`src/rtl/core/silence_segmented_amplitude_histogram_assert.svh`:
```
// ----------------------------------------------------------------------------
// histogram block assertion macros
// short wrappers for concurrent checks with a common clock and reset
// ----------------------------------------------------------------------------
`ifndef SILENCE_SEGMENTED_AMPLITUDE_HISTOGRAM_ASSERT_SVH
`define SILENCE_SEGMENTED_AMPLITUDE_HISTOGRAM_ASSERT_SVH

// same-cycle implication
`define SSAH_ASSERT_IMPL(label, clk, rst, pre, post, msg) \
   label: assert property (@(posedge clk) disable iff (rst) (pre) |-> (post)) \
      else $error(msg);

// next-cycle implication
`define SSAH_ASSERT_NEXT(label, clk, rst, pre, post, msg) \
   label: assert property (@(posedge clk) disable iff (rst) (pre) |=> (post)) \
      else $error(msg);

`endif

```
`src/rtl/core/ssah_pkg.sv`:
```
// ----------------------------------------------------------------------------
// ssah_pkg
// shared types and constants of the silence-segmented amplitude histogram
// ----------------------------------------------------------------------------
`default_nettype none

package ssah_pkg;

   localparam int SAMPLE_W    = 32;
   localparam int SILENCE_W   = 16;
   localparam int START_W     = 3;
   localparam int CSR_DATA_W  = 16;
   localparam int CSR_INDEX_W = 1;
   localparam int SEG_OUT_W   = 2;
   localparam int BIN_W       = 4;
   localparam int NUM_BINS    = 10;

   localparam int DEF_SEGMENTS    = 4;
   localparam int DEF_FRAC_BITS   = 28;
   localparam int DEF_COUNT_WIDTH = 16;

   localparam logic [SILENCE_W-1:0] SILENCE_RESET = 16'd150;
   localparam logic [START_W-1:0]   START_RESET   = 3'd0;

   typedef enum logic [CSR_INDEX_W-1:0] {
      CSR_SILENCE_RUN   = 1'b0,
      CSR_START_SEGMENT = 1'b1
   } csr_index_type;

   typedef enum logic [2:0] {
      ST_IDLE,
      ST_PROC,
      ST_WB,
      ST_EMIT_RD,
      ST_EMIT_OUT
   } state_type;

   // reduced sample as seen by the control logic
   typedef struct packed {
      logic             zero;
      logic             hit;
      logic [BIN_W-1:0] bin;
   } red_type;

   // commands to the count store
   typedef struct packed {
      logic rd;
      logic wr;
      logic clr;
   } mem_cmd_type;

endpackage

`default_nettype wire

```
`src/rtl/core/ssah_reduce.sv`:
```
// ----------------------------------------------------------------------------
// ssah_reduce
// rounds, clips and scales a fixed-point sample to -128..127 and picks its bin
// ----------------------------------------------------------------------------
`default_nettype none

module ssah_reduce #(
   parameter int FRAC_BITS = 28
) (
   input  wire logic                               clock,
   input  wire logic                               load,
   input  wire logic signed [ssah_pkg::SAMPLE_W-1:0] sample,
   output ssah_pkg::red_type                       result
);
   import ssah_pkg::*;

   localparam int SHIFT = FRAC_BITS - 15;
   localparam logic signed [SAMPLE_W:0] ONE_VAL  = 33'sd1 <<< FRAC_BITS;
   localparam logic signed [SAMPLE_W:0] HALF_LSB = 33'sd1 <<< (FRAC_BITS - 16);

   logic signed [SAMPLE_W:0] sum;
   logic signed [SAMPLE_W:0] clip;
   logic signed [15:0]       shifted;
   logic        [16:0]       adj;
   logic signed [7:0]        q;
   red_type                  result_in;
   red_type                  result_ff;

   always_comb begin
      sum = $signed({sample[SAMPLE_W-1], sample}) + HALF_LSB;
      if (sum >= ONE_VAL) begin
         clip = ONE_VAL - 33'sd1;
      end else if (sum < -ONE_VAL) begin
         clip = -ONE_VAL;
      end else begin
         clip = sum;
      end
      shifted = 16'(clip >>> SHIFT);
      // divide by 256 towards zero: bias negatives before the floor shift
      adj = {shifted[15], shifted} + (shifted[15] ? 17'd255 : 17'd0);
      q   = $signed(adj[15:8]);

      result_in.zero = (q == 8'sd0);
      result_in.hit  = 1'b1;
      if (q >= 8'sd120) begin
         result_in.bin = 4'd0;
      end else if (q >= 8'sd96) begin
         result_in.bin = 4'd1;
      end else if (q >= 8'sd64) begin
         result_in.bin = 4'd2;
      end else if (q >= 8'sd32) begin
         result_in.bin = 4'd3;
      end else if (q >= 8'sd16) begin
         result_in.bin = 4'd4;
      end else if (q <= -8'sd120) begin
         result_in.bin = 4'd9;
      end else if (q <= -8'sd96) begin
         result_in.bin = 4'd8;
      end else if (q <= -8'sd64) begin
         result_in.bin = 4'd7;
      end else if (q <= -8'sd32) begin
         result_in.bin = 4'd6;
      end else if (q <= -8'sd16) begin
         result_in.bin = 4'd5;
      end else begin
         result_in.bin = 4'd0;
         result_in.hit = 1'b0;
      end
   end

   always_ff @(posedge clock) begin
      if (load) begin
         result_ff <= result_in;
      end
   end

   assign result = result_ff;

endmodule

`default_nettype wire

```
`src/rtl/core/ssah_count_mem.sv`:
```
// ----------------------------------------------------------------------------
// ssah_count_mem
// count store: one read and one write port, registered read, per-entry valid
// ----------------------------------------------------------------------------
`default_nettype none

module ssah_count_mem #(
   parameter int DEPTH = 40,
   parameter int WIDTH = 16,
   parameter int ADDR_W = 6
) (
   input  wire logic                       clock,
   input  wire logic                       reset,
   input  wire ssah_pkg::mem_cmd_type      cmd,
   input  wire logic [ADDR_W-1:0]          rd_addr,
   input  wire logic [ADDR_W-1:0]          wr_addr,
   input  wire logic [WIDTH-1:0]           wr_data,
   output logic      [WIDTH-1:0]           rd_data
);
   import ssah_pkg::*;

   logic [WIDTH-1:0] mem [DEPTH];
   logic [DEPTH-1:0] valid_ff;
   logic [WIDTH-1:0] rd_data_ff;
   logic             rd_valid_ff;

   always_ff @(posedge clock) begin
      if (cmd.wr) begin
         mem[wr_addr] <= wr_data;
      end
      if (cmd.rd) begin
         rd_data_ff <= mem[rd_addr];
      end
   end

   always_ff @(posedge clock) begin
      if (reset || cmd.clr) begin
         valid_ff    <= '0;
         rd_valid_ff <= 1'b0;
      end else begin
         if (cmd.wr) begin
            valid_ff[wr_addr] <= 1'b1;
         end
         if (cmd.rd) begin
            rd_valid_ff <= valid_ff[rd_addr];
         end
      end
   end

   // an entry never written since the last clear reads as zero
   assign rd_data = rd_valid_ff ? rd_data_ff : '0;

endmodule

`default_nettype wire

```
`src/rtl/core/silence_segmented_amplitude_histogram.sv`:
```
// Latency: an item is taken, then processed in the next cycle; an item that
// updates a counter then passes through ST_WB for the read-modify-write.
// Items: ST_IDLE, ST_PROC, plus ST_WB to update a counter (count store port);
// a new item is taken only in ST_IDLE. Emission: SEGMENTS*10 results, each in
// ST_EMIT_RD then ST_EMIT_OUT (held by output stall); no item meanwhile.
// Reset: synchronous; counters read as zero at once, no clearing pass.
`default_nettype none

module silence_segmented_amplitude_histogram #(
   parameter int SEGMENTS    = ssah_pkg::DEF_SEGMENTS,
   parameter int FRAC_BITS   = ssah_pkg::DEF_FRAC_BITS,
   parameter int COUNT_WIDTH = ssah_pkg::DEF_COUNT_WIDTH
) (
   input  wire logic                                  clock,
   input  wire logic                                  reset,
   input  wire logic                                  csr_write_enable,
   input  wire logic [ssah_pkg::CSR_INDEX_W-1:0]      csr_index,
   input  wire logic [ssah_pkg::CSR_DATA_W-1:0]       csr_write_data,
   input  wire logic                                  req_valid,
   output logic                                       req_stall,
   input  wire logic signed [ssah_pkg::SAMPLE_W-1:0]  req_sample,
   input  wire logic                                  req_end_of_stream,
   output logic                                       rsp_valid,
   input  wire logic                                  rsp_stall,
   output logic [ssah_pkg::SEG_OUT_W-1:0]             rsp_segment,
   output logic [ssah_pkg::BIN_W-1:0]                 rsp_bin,
   output logic [COUNT_WIDTH-1:0]                     rsp_count,
   output logic                                       rsp_last_count
);
   import ssah_pkg::*;

   localparam int TOTAL  = SEGMENTS * NUM_BINS;
   localparam int ADDR_W = $clog2(TOTAL);
   localparam int SW     = $clog2(SEGMENTS + 1) + 2;
   localparam logic signed [SW-1:0] SEG_LIMIT = SW'(SEGMENTS);
   localparam logic signed [SW-1:0] SEG_LAST  = SW'(SEGMENTS - 1);
   localparam logic [ADDR_W-1:0]    ADDR_LAST = ADDR_W'(TOTAL - 1);
   localparam logic [BIN_W-1:0]     BIN_LAST  = BIN_W'(NUM_BINS - 1);

   state_type               state_ff, state_in;
   logic [SILENCE_W-1:0]    silence_run_ff, silence_run_in;
   logic [START_W-1:0]      start_seg_ff, start_seg_in;
   logic [SILENCE_W-1:0]    zero_run_ff, zero_run_in;
   logic                    in_gap_ff, in_gap_in;
   logic signed [SW-1:0]    seg_ff, seg_in;
   logic                    finished_ff, finished_in;
   logic                    eos_ff, eos_in;
   logic                    gap_emit_ff, gap_emit_in;
   logic [ADDR_W-1:0]       emit_addr_ff, emit_addr_in;
   logic [SEG_OUT_W-1:0]    emit_seg_ff, emit_seg_in;
   logic [BIN_W-1:0]        emit_bin_ff, emit_bin_in;
   logic [ADDR_W-1:0]       wb_addr_ff, wb_addr_in;

   logic                    accept;
   red_type                 red;
   mem_cmd_type             mem_cmd;
   logic [ADDR_W-1:0]       mem_rd_addr;
   logic [COUNT_WIDTH-1:0]  mem_rd_data;
   logic [COUNT_WIDTH-1:0]  mem_wr_data;

   logic [SILENCE_W-1:0]    zr_new;
   logic                    gap_new;
   logic                    seg_ok;
   logic                    count_go;
   logic                    gap_go;
   logic [ADDR_W-1:0]       count_addr;
   logic                    emit_last;
   logic signed [SW-1:0]    start_ext;

   assign accept = req_valid && !req_stall;

   ssah_reduce #(
      .FRAC_BITS (FRAC_BITS)
   ) u_reduce (
      .clock  (clock),
      .load   (accept),
      .sample (req_sample),
      .result (red)
   );

   ssah_count_mem #(
      .DEPTH  (TOTAL),
      .WIDTH  (COUNT_WIDTH),
      .ADDR_W (ADDR_W)
   ) u_count_mem (
      .clock   (clock),
      .reset   (reset),
      .cmd     (mem_cmd),
      .rd_addr (mem_rd_addr),
      .wr_addr (wb_addr_ff),
      .wr_data (mem_wr_data),
      .rd_data (mem_rd_data)
   );

   always_comb begin
      zr_new   = red.zero ? ((zero_run_ff == '1) ? zero_run_ff : zero_run_ff + 1'b1) : '0;
      gap_new  = red.zero ? in_gap_ff : 1'b0;
      seg_ok   = (seg_ff >= 0) && (seg_ff < SEG_LIMIT);
      count_go = (zr_new <= silence_run_ff) && seg_ok && red.hit;
      gap_go   = (zr_new > silence_run_ff) && !gap_new;
      // segment * 10 + bin
      count_addr = ADDR_W'(ADDR_W'($unsigned(seg_ff)) * ADDR_W'(NUM_BINS)) + ADDR_W'(red.bin);
      emit_last  = (emit_addr_ff == ADDR_LAST);
      start_ext  = SW'(signed'(start_seg_ff));
      mem_wr_data = (mem_rd_data == '1) ? mem_rd_data : mem_rd_data + 1'b1;
   end

   always_comb begin
      state_in       = state_ff;
      silence_run_in = silence_run_ff;
      start_seg_in   = start_seg_ff;
      zero_run_in    = zero_run_ff;
      in_gap_in      = in_gap_ff;
      seg_in         = seg_ff;
      finished_in    = finished_ff;
      eos_in         = eos_ff;
      gap_emit_in    = gap_emit_ff;
      emit_addr_in   = emit_addr_ff;
      emit_seg_in    = emit_seg_ff;
      emit_bin_in    = emit_bin_ff;
      wb_addr_in     = wb_addr_ff;
      mem_cmd        = '0;
      mem_rd_addr    = emit_addr_ff;
      req_stall      = 1'b1;
      rsp_valid      = 1'b0;

      if (csr_write_enable) begin
         unique case (csr_index_type'(csr_index))
            CSR_SILENCE_RUN: begin
               silence_run_in = csr_write_data;
            end
            CSR_START_SEGMENT: begin
               start_seg_in = csr_write_data[START_W-1:0];
               seg_in       = SW'(signed'(csr_write_data[START_W-1:0]));
            end
            default: begin
            end
         endcase
      end

      unique case (state_ff)
         ST_IDLE: begin
            req_stall = 1'b0;
            if (req_valid) begin
               eos_in   = req_end_of_stream;
               state_in = ST_PROC;
            end
         end
         ST_PROC: begin
            state_in = ST_IDLE;
            if (finished_ff) begin
               if (eos_ff) begin
                  zero_run_in = '0;
                  in_gap_in   = 1'b0;
                  seg_in      = start_ext;
                  finished_in = 1'b0;
                  mem_cmd.clr = 1'b1;
               end
            end else begin
               zero_run_in  = zr_new;
               in_gap_in    = gap_new || gap_go;
               gap_emit_in  = 1'b0;
               emit_addr_in = '0;
               emit_seg_in  = '0;
               emit_bin_in  = '0;
               if (gap_go && (seg_ff == SEG_LAST)) begin
                  gap_emit_in = 1'b1;
                  state_in    = ST_EMIT_RD;
               end else if (gap_go) begin
                  // past the last segment the index stops moving
                  if (seg_ff < SEG_LIMIT) begin
                     seg_in = seg_ff + 1'b1;
                  end
                  if (eos_ff) begin
                     state_in = ST_EMIT_RD;
                  end
               end else if (count_go) begin
                  mem_cmd.rd  = 1'b1;
                  mem_rd_addr = count_addr;
                  wb_addr_in  = count_addr;
                  state_in    = ST_WB;
               end else if (eos_ff) begin
                  state_in = ST_EMIT_RD;
               end
            end
         end
         ST_WB: begin
            mem_cmd.wr = 1'b1;
            state_in   = eos_ff ? ST_EMIT_RD : ST_IDLE;
         end
         ST_EMIT_RD: begin
            mem_cmd.rd = 1'b1;
            state_in   = ST_EMIT_OUT;
         end
         ST_EMIT_OUT: begin
            rsp_valid = 1'b1;
            if (!rsp_stall) begin
               if (emit_last) begin
                  mem_cmd.clr = 1'b1;
                  state_in    = ST_IDLE;
                  if (eos_ff) begin
                     zero_run_in = '0;
                     in_gap_in   = 1'b0;
                     seg_in      = start_ext;
                     finished_in = 1'b0;
                  end else if (gap_emit_ff) begin
                     finished_in = 1'b1;
                  end
               end else begin
                  emit_addr_in = emit_addr_ff + 1'b1;
                  if (emit_bin_ff == BIN_LAST) begin
                     emit_bin_in = '0;
                     emit_seg_in = emit_seg_ff + 1'b1;
                  end else begin
                     emit_bin_in = emit_bin_ff + 1'b1;
                  end
                  state_in = ST_EMIT_RD;
               end
            end
         end
         default: begin
            state_in = ST_IDLE;
         end
      endcase
   end

   always_ff @(posedge clock) begin
      if (reset) begin
         state_ff       <= ST_IDLE;
         silence_run_ff <= SILENCE_RESET;
         start_seg_ff   <= START_RESET;
         zero_run_ff    <= '0;
         in_gap_ff      <= 1'b0;
         seg_ff         <= SW'(signed'(START_RESET));
         finished_ff    <= 1'b0;
         eos_ff         <= 1'b0;
         gap_emit_ff    <= 1'b0;
         emit_addr_ff   <= '0;
         emit_seg_ff    <= '0;
         emit_bin_ff    <= '0;
      end else begin
         state_ff       <= state_in;
         silence_run_ff <= silence_run_in;
         start_seg_ff   <= start_seg_in;
         zero_run_ff    <= zero_run_in;
         in_gap_ff      <= in_gap_in;
         seg_ff         <= seg_in;
         finished_ff    <= finished_in;
         eos_ff         <= eos_in;
         gap_emit_ff    <= gap_emit_in;
         emit_addr_ff   <= emit_addr_in;
         emit_seg_ff    <= emit_seg_in;
         emit_bin_ff    <= emit_bin_in;
      end
   end

   always_ff @(posedge clock) begin
      wb_addr_ff <= wb_addr_in;
   end

   assign rsp_segment    = emit_seg_ff;
   assign rsp_bin        = emit_bin_ff;
   assign rsp_count      = mem_rd_data;
   assign rsp_last_count = emit_last;

`include "silence_segmented_amplitude_histogram_assert.svh"

   `SSAH_ASSERT_IMPL(a_no_item_while_emitting, clock, reset, rsp_valid, req_stall, "item taken during emission")
   `SSAH_ASSERT_NEXT(a_emission_ends, clock, reset, rsp_valid && !rsp_stall && rsp_last_count, !rsp_valid, "result after the last count")
   `SSAH_ASSERT_IMPL(a_bin_in_range, clock, reset, rsp_valid, rsp_bin < BIN_W'(NUM_BINS), "bin index out of range")
   `SSAH_ASSERT_IMPL(a_write_after_read, clock, reset, mem_cmd.wr, $past(state_ff) == ST_PROC, "counter write without its read")

endmodule

`default_nettype wire
```
`config.mk`:
```
export PLATFORM = sky130hd
export DESIGN_NAME = silence_segmented_amplitude_histogram
export DESIGN_NICKNAME = d
export VERILOG_FILES = /design/src/rtl/core/ssah_pkg.sv /design/src/rtl/core/ssah_reduce.sv /design/src/rtl/core/ssah_count_mem.sv /design/src/rtl/core/silence_segmented_amplitude_histogram.sv
export VERILOG_INCLUDE_DIRS = /design/src /design/src/rtl/core
export SDC_FILE = /design/constraint.sdc
export NUM_CORES = 1
export LEC_CHECK = 0
export ABC_CLOCK_PERIOD_IN_PS = 5000
export BUFFER_PORTS_ARGS = -buffer_cell sky130_fd_sc_hd__clkbuf_2
export CAP_MARGIN = 30
export CORE_MARGIN = 2
export CORE_UTILIZATION = 40
export CTS_CLUSTER_SIZE = 24
export DETAILED_ROUTE_END_ITERATION = 12
export PLACE_DENSITY_LB_ADDON = 0.1
export SKIP_CTS_REPAIR_TIMING = 1
export SLEW_MARGIN = 20
export SYNTH_ARGS = -nofsm -noshare
export SYNTH_HDL_FRONTEND = slang
export SYNTH_SLANG_ARGS = --single-unit
export TNS_END_PERCENT = 30
```
`constraint.sdc`:
```
create_clock -name clock -period 5 [get_ports clock]
set_input_delay 0.75 -clock clock [delete_from_list [all_inputs] [get_ports clock]]
set_output_delay 0.75 -clock clock [all_outputs]
set_load 0.01 [all_outputs]
```
==> impl_metrics.ini, run 1 <==
[final_layout]
final_cells = 4014
drive_gt1_share_pct = 22.5
fill_cells = 7163
final_nets = 2969
syn2layout_area_growth_pct = 23.0

[sta]
fin_hold_ws_ps = 325
max_freq_mhz = 205
tightest_slew_ps = 980
slew_violations = 0
rsz0062_at_grt = true
fin_crit_ps = 4890
setup_viol = 0
relSlewSlack_pct = 34.4
hold_viol_final = 0
skew_ps = 41.8
post-route-period-util_pct = 97.8

[cts]
cts_tree = built
clk_pin_slew_worst_paths_ps = 60
clock_latency_ps = 640
htreeDepth = 3
cts_max_path_buffers = 3
clockRootBuffer = clkbuf_16
cts_buffers = 83
clock-sinks = 768

[die]
die-area_um2 = 85700
start_util_pct = 40.5
fp-row-count = 105
io-pin-count = 80
die_w_um = 293
core_um2 = 82400
fp.dieH_um = 293

[pwr]
pwr-share-clk_pct = 38.7
p_int_mw = 11.4
p_leak_nw = 14.1
powerDensity_nw_per_um2 = 373
combPwrFrac_pct = 15.3
seqPwrFrac_pct = 45.9
switching_share_pct = 25.6
p_sw_mw = 3.93
irDropWorstVdd_mv = 0.252

[global_routing]
grt_max_degree = 58
antenna_found_initial = 3
grt_pass1_vias = 22500
gr-total-overflow = 0
grt_pass1_wl_um = 145000
track_usage_pct = 22.7

[placement]
io_buffers = 67
gp_congestion = 0.873
dp_cells = 3828
place_hpwl_um = 61600

[worst_setup_path]
path_max_fanout = 36
cp_cell_sequence = and4_4 -> nand2_4 -> or2_4 -> nor2_4 -> buf_6 -> nor2b_4 -> and3_4 -> xnor2_1 -> nor2_1 -> ha_1 -> nand3_2 -> or4_4 -> or2_4 -> buf_6 -> nand3_4 -> nand2_8 -> buf_12 -> buf_12 -> a211oi_2 -> a211oi_2 -> buf_4 -> o21ai_1 -> o31ai_1
cpPeakStageDelay_ps = 580
endpoint_kind = flip-flop
critPathSlowestCell = or4_4
required_ps = 5370
arrival_ps = 5260
critPathKind = flip-flop to flip-flop
start_kind = flip-flop

[synthesis]
ys_warn_count = 0
ys_seq_elements = 768
synth_top_area_share_pct = 60.2
synth-edff-count = 668
yosys.area.top_type = edfxtp_1
async_flop_share_pct = 0
syn-num-nets = 2650
synth.avg_cell_area_um2 = 13.0
ys_types = 84
synth-seq-area-share_pct = 66.2
synthCells = 2557
synth.area.top_cells = edfxtp_1 60%, dfxtp_1 6.0%, a211oi_1 3.8%, mux2i_1 3.7%, and3_1 3.2%
synth_flop_cell = edfxtp_1
syn-cell-area_um2 = 33300

[routing]
drtIter0Drc = 2204
detail-route-antenna-nets = 0
dr.pass1.iters = 5
vias = 23100
wl_per_cell_um = 25.3
finalWirelength_um = 101000
drc = 0
via_per_inst = 5.76

[job]
max_cap_viol_count = 0

[run_status]
status = complete, no violations

[worst_hold_path]
hold_class = primary input to flip-flop
## final cells by class
cell class | count | area [µm²] | area share, %
Timing Repair Buffer | 399 | 3720 | 9.07
Multi-Input combinational cell | 1587 | 11100 | 27.1
Tap cell | 1070 | 1340 | 3.26
Sequential cell | 768 | 22100 | 53.8
Inverter | 37 | 139 | 0.339
Antenna cell | 2 | 5.00 | 0.0122
Clock buffer | 115 | 2280 | 5.55
Clock inverter | 36 | 347 | 0.845
## flip-flops by register name (all words and copies together), names as in the netlist
| signal | count |
|---|---|
| state_ff | 3 |
| rsp_segment | 2 |
| u_count_mem.valid_ff | 40 |
| u_count_mem.rd_data_ff | 16 |
| u_reduce.result | 6 |
| in_gap_ff | 1 |
| start_seg_ff | 3 |
| wb_addr_ff | 6 |
| finished_ff | 1 |
| u_count_mem.rd_valid_ff | 1 |
| u_count_mem.mem | 640 |
| seg_ff | 5 |
| zero_run_ff | 16 |
| gap_emit_ff | 1 |
| eos_ff | 1 |
| emit_addr_ff | 6 |
| rsp_bin | 4 |
| silence_run_ff | 16 |
## metal layers
metal | part of all wire [%] | track usage (%) | wire length, µm | vias up
li1 | - | - | - | 10500
met1 | 44 | 31.3 | 44200 | 11700
met2 | 47 | 36.9 | 48000 | 729
met3 | 6.1 | 3.56 | 6140 | 161
met4 | 3.0 | 7.34 | 3080 | 0
met5 | 0 | 0 | 0 | -
## cell usage in the layout (no fill, tap or decap), types with 28 or more instances in the layout
cell type | Yosys | layout
ha_1 | 37 | 36
nand3_1 | 51 | 44
mux2i_1 | 124 | 124
o21ai_0 | 64 | 52
a22oi_1 | 56 | 51
clkbuf_2 | 0 | 67
buf_12 | 0 | 41
nand2_1 | 253 | 248
nor2_1 | 132 | 107
edfxtp_1 | 668 | 668
a21oi_1 | 51 | 49
clkbuf_16 | 0 | 94
and3_1 | 171 | 166
xnor2_1 | 37 | 28
nand4_1 | 31 | 31
inv_1 | 37 | 37
o21ai_1 | 27 | 34
dfxtp_1 | 100 | 93
o21a_1 | 44 | 44
buf_4 | 15 | 258
a211oi_1 | 171 | 162
## per-stage QoR
| step | total power, mW | util [%] | setup TNS, ps | area (µm²) | worst slack, ps |
|---|---|---|---|---|---|
| after floorplan | 8.36 | - | 0 | 33300 | 178 |
| after global placement | 9.28 | 45.3 | -11340 | 37300 | -792 |
| after detailed placement | 9.31 | 45.4 | -6550 | 37400 | -527 |
| after CTS | 15.2 | 48.6 | -7250 | 40000 | -574 |
| after global routing | 15.8 | 49.8 | -993 | 41000 | -110 |
| final | 15.3 | 49.8 | 0 | 41000 | 110 |
## worst paths after layout
kind	depth (start not counted)	to	slack [ps]	start
setup / recovery	23	u_count_mem.rd_data_ff[9]	110	zero_run_ff[10]
hold / removal	2	silence_run_ff[4]	330	csr_write_data[4]
setup reg to reg	23	u_count_mem.rd_data_ff[9]	110	zero_run_ff[10]
hold reg to reg	2	silence_run_ff[5]	450	silence_run_ff[5]
## cell families (layout without fill, tap and decap cells)
family | count (synthesis) | count (layout) | synth area share (%)
xor gates and xnor gates | 55 | 55 | 1.44
AOI/OAI and AO/OA | 602 | 602 | 13.0
other | 0 | 2 | 0
DFF | 768 | 768 | 66.2
adders and majority gates | 38 | 38 | 1.45
buffers and inverters | 202 | 587 | 2.62
and+or+nand+nor | 763 | 763 | 11.4
muxes | 129 | 129 | 3.90
## power by group through the flow
stage / clock (mW) / combinational [mW] / sequential [mW]
6_report: 5.93 / 2.35 / 7.03
3_3_place_gp: 0 / 2.12 / 7.16
5_1_grt: 6.29 / 2.52 / 7.03
4_1_cts: 6.04 / 2.15 / 7.03
3_5_place_dp: 0 / 2.15 / 7.16
2_1_floorplan: 0 / 1.23 / 7.13
## Yosys cell counts, types with 24 or more instances
library cell  instances
edfxtp_1            668
nand2_1             253
a211oi_1            171
and3_1              171
nor2_1              132
mux2i_1             124
clkbuf_1            109
dfxtp_1             100
o21ai_0              64
a22oi_1              56
a21oi_1              51
nand3_1              51
o21a_1               44
ha_1                 37
inv_1                37
xnor2_1              37
a32oi_1              35
buf_2                31
nand4_1              31
o21ai_1              27
nor3_1               25
and2_1               24
## critical path, delay by kind of cell (launching register included)
| kind | cells | cell delay (ps) |
|---|---|---|
| compound gates | 4 | 680 |
| xor+xnor | 1 | 150 |
| fa+ha+maj | 1 | 310 |
| buf+inv | 5 | 810 |
| flops | 1 | 330 |
| simple gates | 12 | 2270 |
No activity file was read; power rests on OpenSTA's default activity.
==> run 2: changes to the inputs <==
Settings changed: RECOVER_POWER set to 100.
==> impl_metrics.ini, run 2 (same netlist as run 1, synthesis figures left out) <==
[run_status]
status = finished with violations
violations = capacitance limit, slew limit

[final_layout]
drive_gt1_share_pct = 20.3
finish.instance_area_um2 = 40700
final_nets = 2969
ff_latch_area_um2 = 22100
final_cell_mix = 668 x edfxtp_1, 248 x nand2_1, 222 x buf_4
final_common_cell = edfxtp_1
fill_cells = 7222
regMostFlops = u_count_mem.mem
top_regs = u_count_mem.mem (640), u_count_mem.valid_ff (40)
multi_input_area_um2 = 11000
antenna_cells = 0
syn2layout_area_growth_pct = 22.1
largest_reg_flops = 640

[worst_setup_path]
required_ps = 5470
endpoint_kind = flip-flop
r2r_slack_ps = 80
path_max_fanout = 28
critPathKind = flip-flop to flip-flop
start_kind = flip-flop
reg2regPathDepth = 23
arrival_ps = 5400
crit_path_end = u_count_mem.rd_data_ff[13]
rr_endpoint = u_count_mem.rd_data_ff[13]
r2r-start = zero_run_ff[10]
cp-startpoint = zero_run_ff[10]

[cts]
clk_pin_slew_worst_paths_ps = 60
cts_max_path_buffers = 3
cts_buffers = 83
clock_latency_ps = 640
htreeDepth = 3
clockRootBuffer = clkbuf_16
cts_tree = built
clock-sinks = 768

[placement]
place_area_um2 = 37400
gp_congestion = 0.873
place_hpwl_um = 61600
io_buffers = 67

[sta]
skew_ps = 39.8
tns_ps = 0
slew_violations = 479
rsz0062_at_grt = true
max_freq_mhz = 203
relSlewSlack_pct = -55.7
setup_viol = 0
hold_viol_final = 0
tightest_slew_ps = 2330
post-route-period-util_pct = 98.4
fin_crit_ps = 4920

[die]
fp.dieH_um = 293
die_w_um = 293
die-area_um2 = 85700
core_um2 = 82400
io-pin-count = 80
start_util_pct = 40.5
fp-row-count = 105

[worst_hold_path]
hold_class = primary input to flip-flop

[global_routing]
grt_pass1_vias = 22500
grt_max_degree = 58
gr-total-overflow = 0
grt_pass1_wl_um = 145000
track_usage_pct = 22.7
antenna_found_initial = 3

[pwr]
power.total_mw = 15.3
irDropWorstVdd_mv = 0.252
p_leak_nw = 13.9
powerDensity_nw_per_um2 = 376

[routing]
dr.pass1.iters = 5
drc = 0
drtIter0Drc = 2219
wl_per_cell_um = 25.3
via_per_inst = 5.76
vias = 23100
detail-route-antenna-nets = 0
finalWirelength_um = 102000

[job]
max_cap_viol_count = 24
run 2: changes by cell type in the layout (fill, tap and decap cells not counted), moves of 2 or more:
| cell | change |
|---|---|
| and2_0 | +14 |
| nor2_4 | -8 |
| buf_4 | -36 |
| clkbuf_1 | +46 |
| diode_2 | -2 |
| clkbuf_2 | -9 |
| nor2_2 | -5 |
| nor2_1 | +13 |
| and2_1 | -14 |
run 2: worst min path at each step:
stage	slack, ps	to	cells after the start	from
final	330	silence_run_ff[4]	2	csr_write_data[4]
after global routing	300	silence_run_ff[4]	2	csr_write_data[4]
after CTS	290	silence_run_ff[4]	2	csr_write_data[4]
after detailed placement	440	u_count_mem.valid_ff[18]	1	u_count_mem.valid_ff[18]
after global placement	440	u_count_mem.valid_ff[38]	1	u_count_mem.valid_ff[38]
after floorplan	420	wb_addr_ff[0]	0	u_reduce.result[0]
run 2: power breakdown:
group	switching [mW]	leakage [nW]	internal, mW	total, mW
Sequential	0.0598	6.01	6.97	7.03
Combinational	1.34	6.58	1.00	2.34
Clock	2.53	1.29	3.41	5.93
Total	3.92	13.9	11.4	15.3
run 2: area by class of cell:
| cell class | instances | area share (%) |
|---|---|---|
| clock buffer | 115 | 5.59 |
| clock inverter | 36 | 0.851 |
| inverter | 37 | 0.341 |
| multi-input combinational | 1587 | 27.0 |
| sequential | 768 | 54.2 |
| tap | 1070 | 3.29 |
| timing repair buffer | 399 | 8.70 |
run 2: layer usage:
metal	part of all wire, %	up-vias	wire length, µm	GRT usage [%]
met2	47	738	47900	36.9
met4	3.1	0	3160	7.34
li1	-	10500	-	-
met1	44	11700	44300	31.3
met5	0	-	0	0
met3	6.1	158	6180	3.56
run 2: worst max-delay path, cell delays in order (launching register included):
cell	delay, ps
dfxtp_2	330
and4_4	250
nand2_4	60
or2_4	250
nor2_4	130
buf_6	120
nor2b_4	40
and3_4	170
xnor2_1	150
nor2_1	80
ha_1	310
nand3_2	110
or4_4	580
or2_4	280
buf_6	170
nand3_4	190
buf_4	190
clkbuf_16	210
and3_1	170
a211oi_1	50
o21bai_1	330
o2111ai_1	190
buf_4	190
o31ai_1	180
run 2: through the flow:
step / setup WS, ps / cells / util (%) / hold slack, ps
6_report: 78.7 / 4012 / 49.4 / 328
5_1_grt: -110 / 4012 / 49.4 / 301
4_1_cts: -574 / 3979 / 48.6 / 289
3_5_place_dp: -527 / 3828 / 45.4 / 445
3_3_place_gp: -792 / 3826 / 45.3 / 439
2_1_floorplan: 178 / 2557 / - / 424
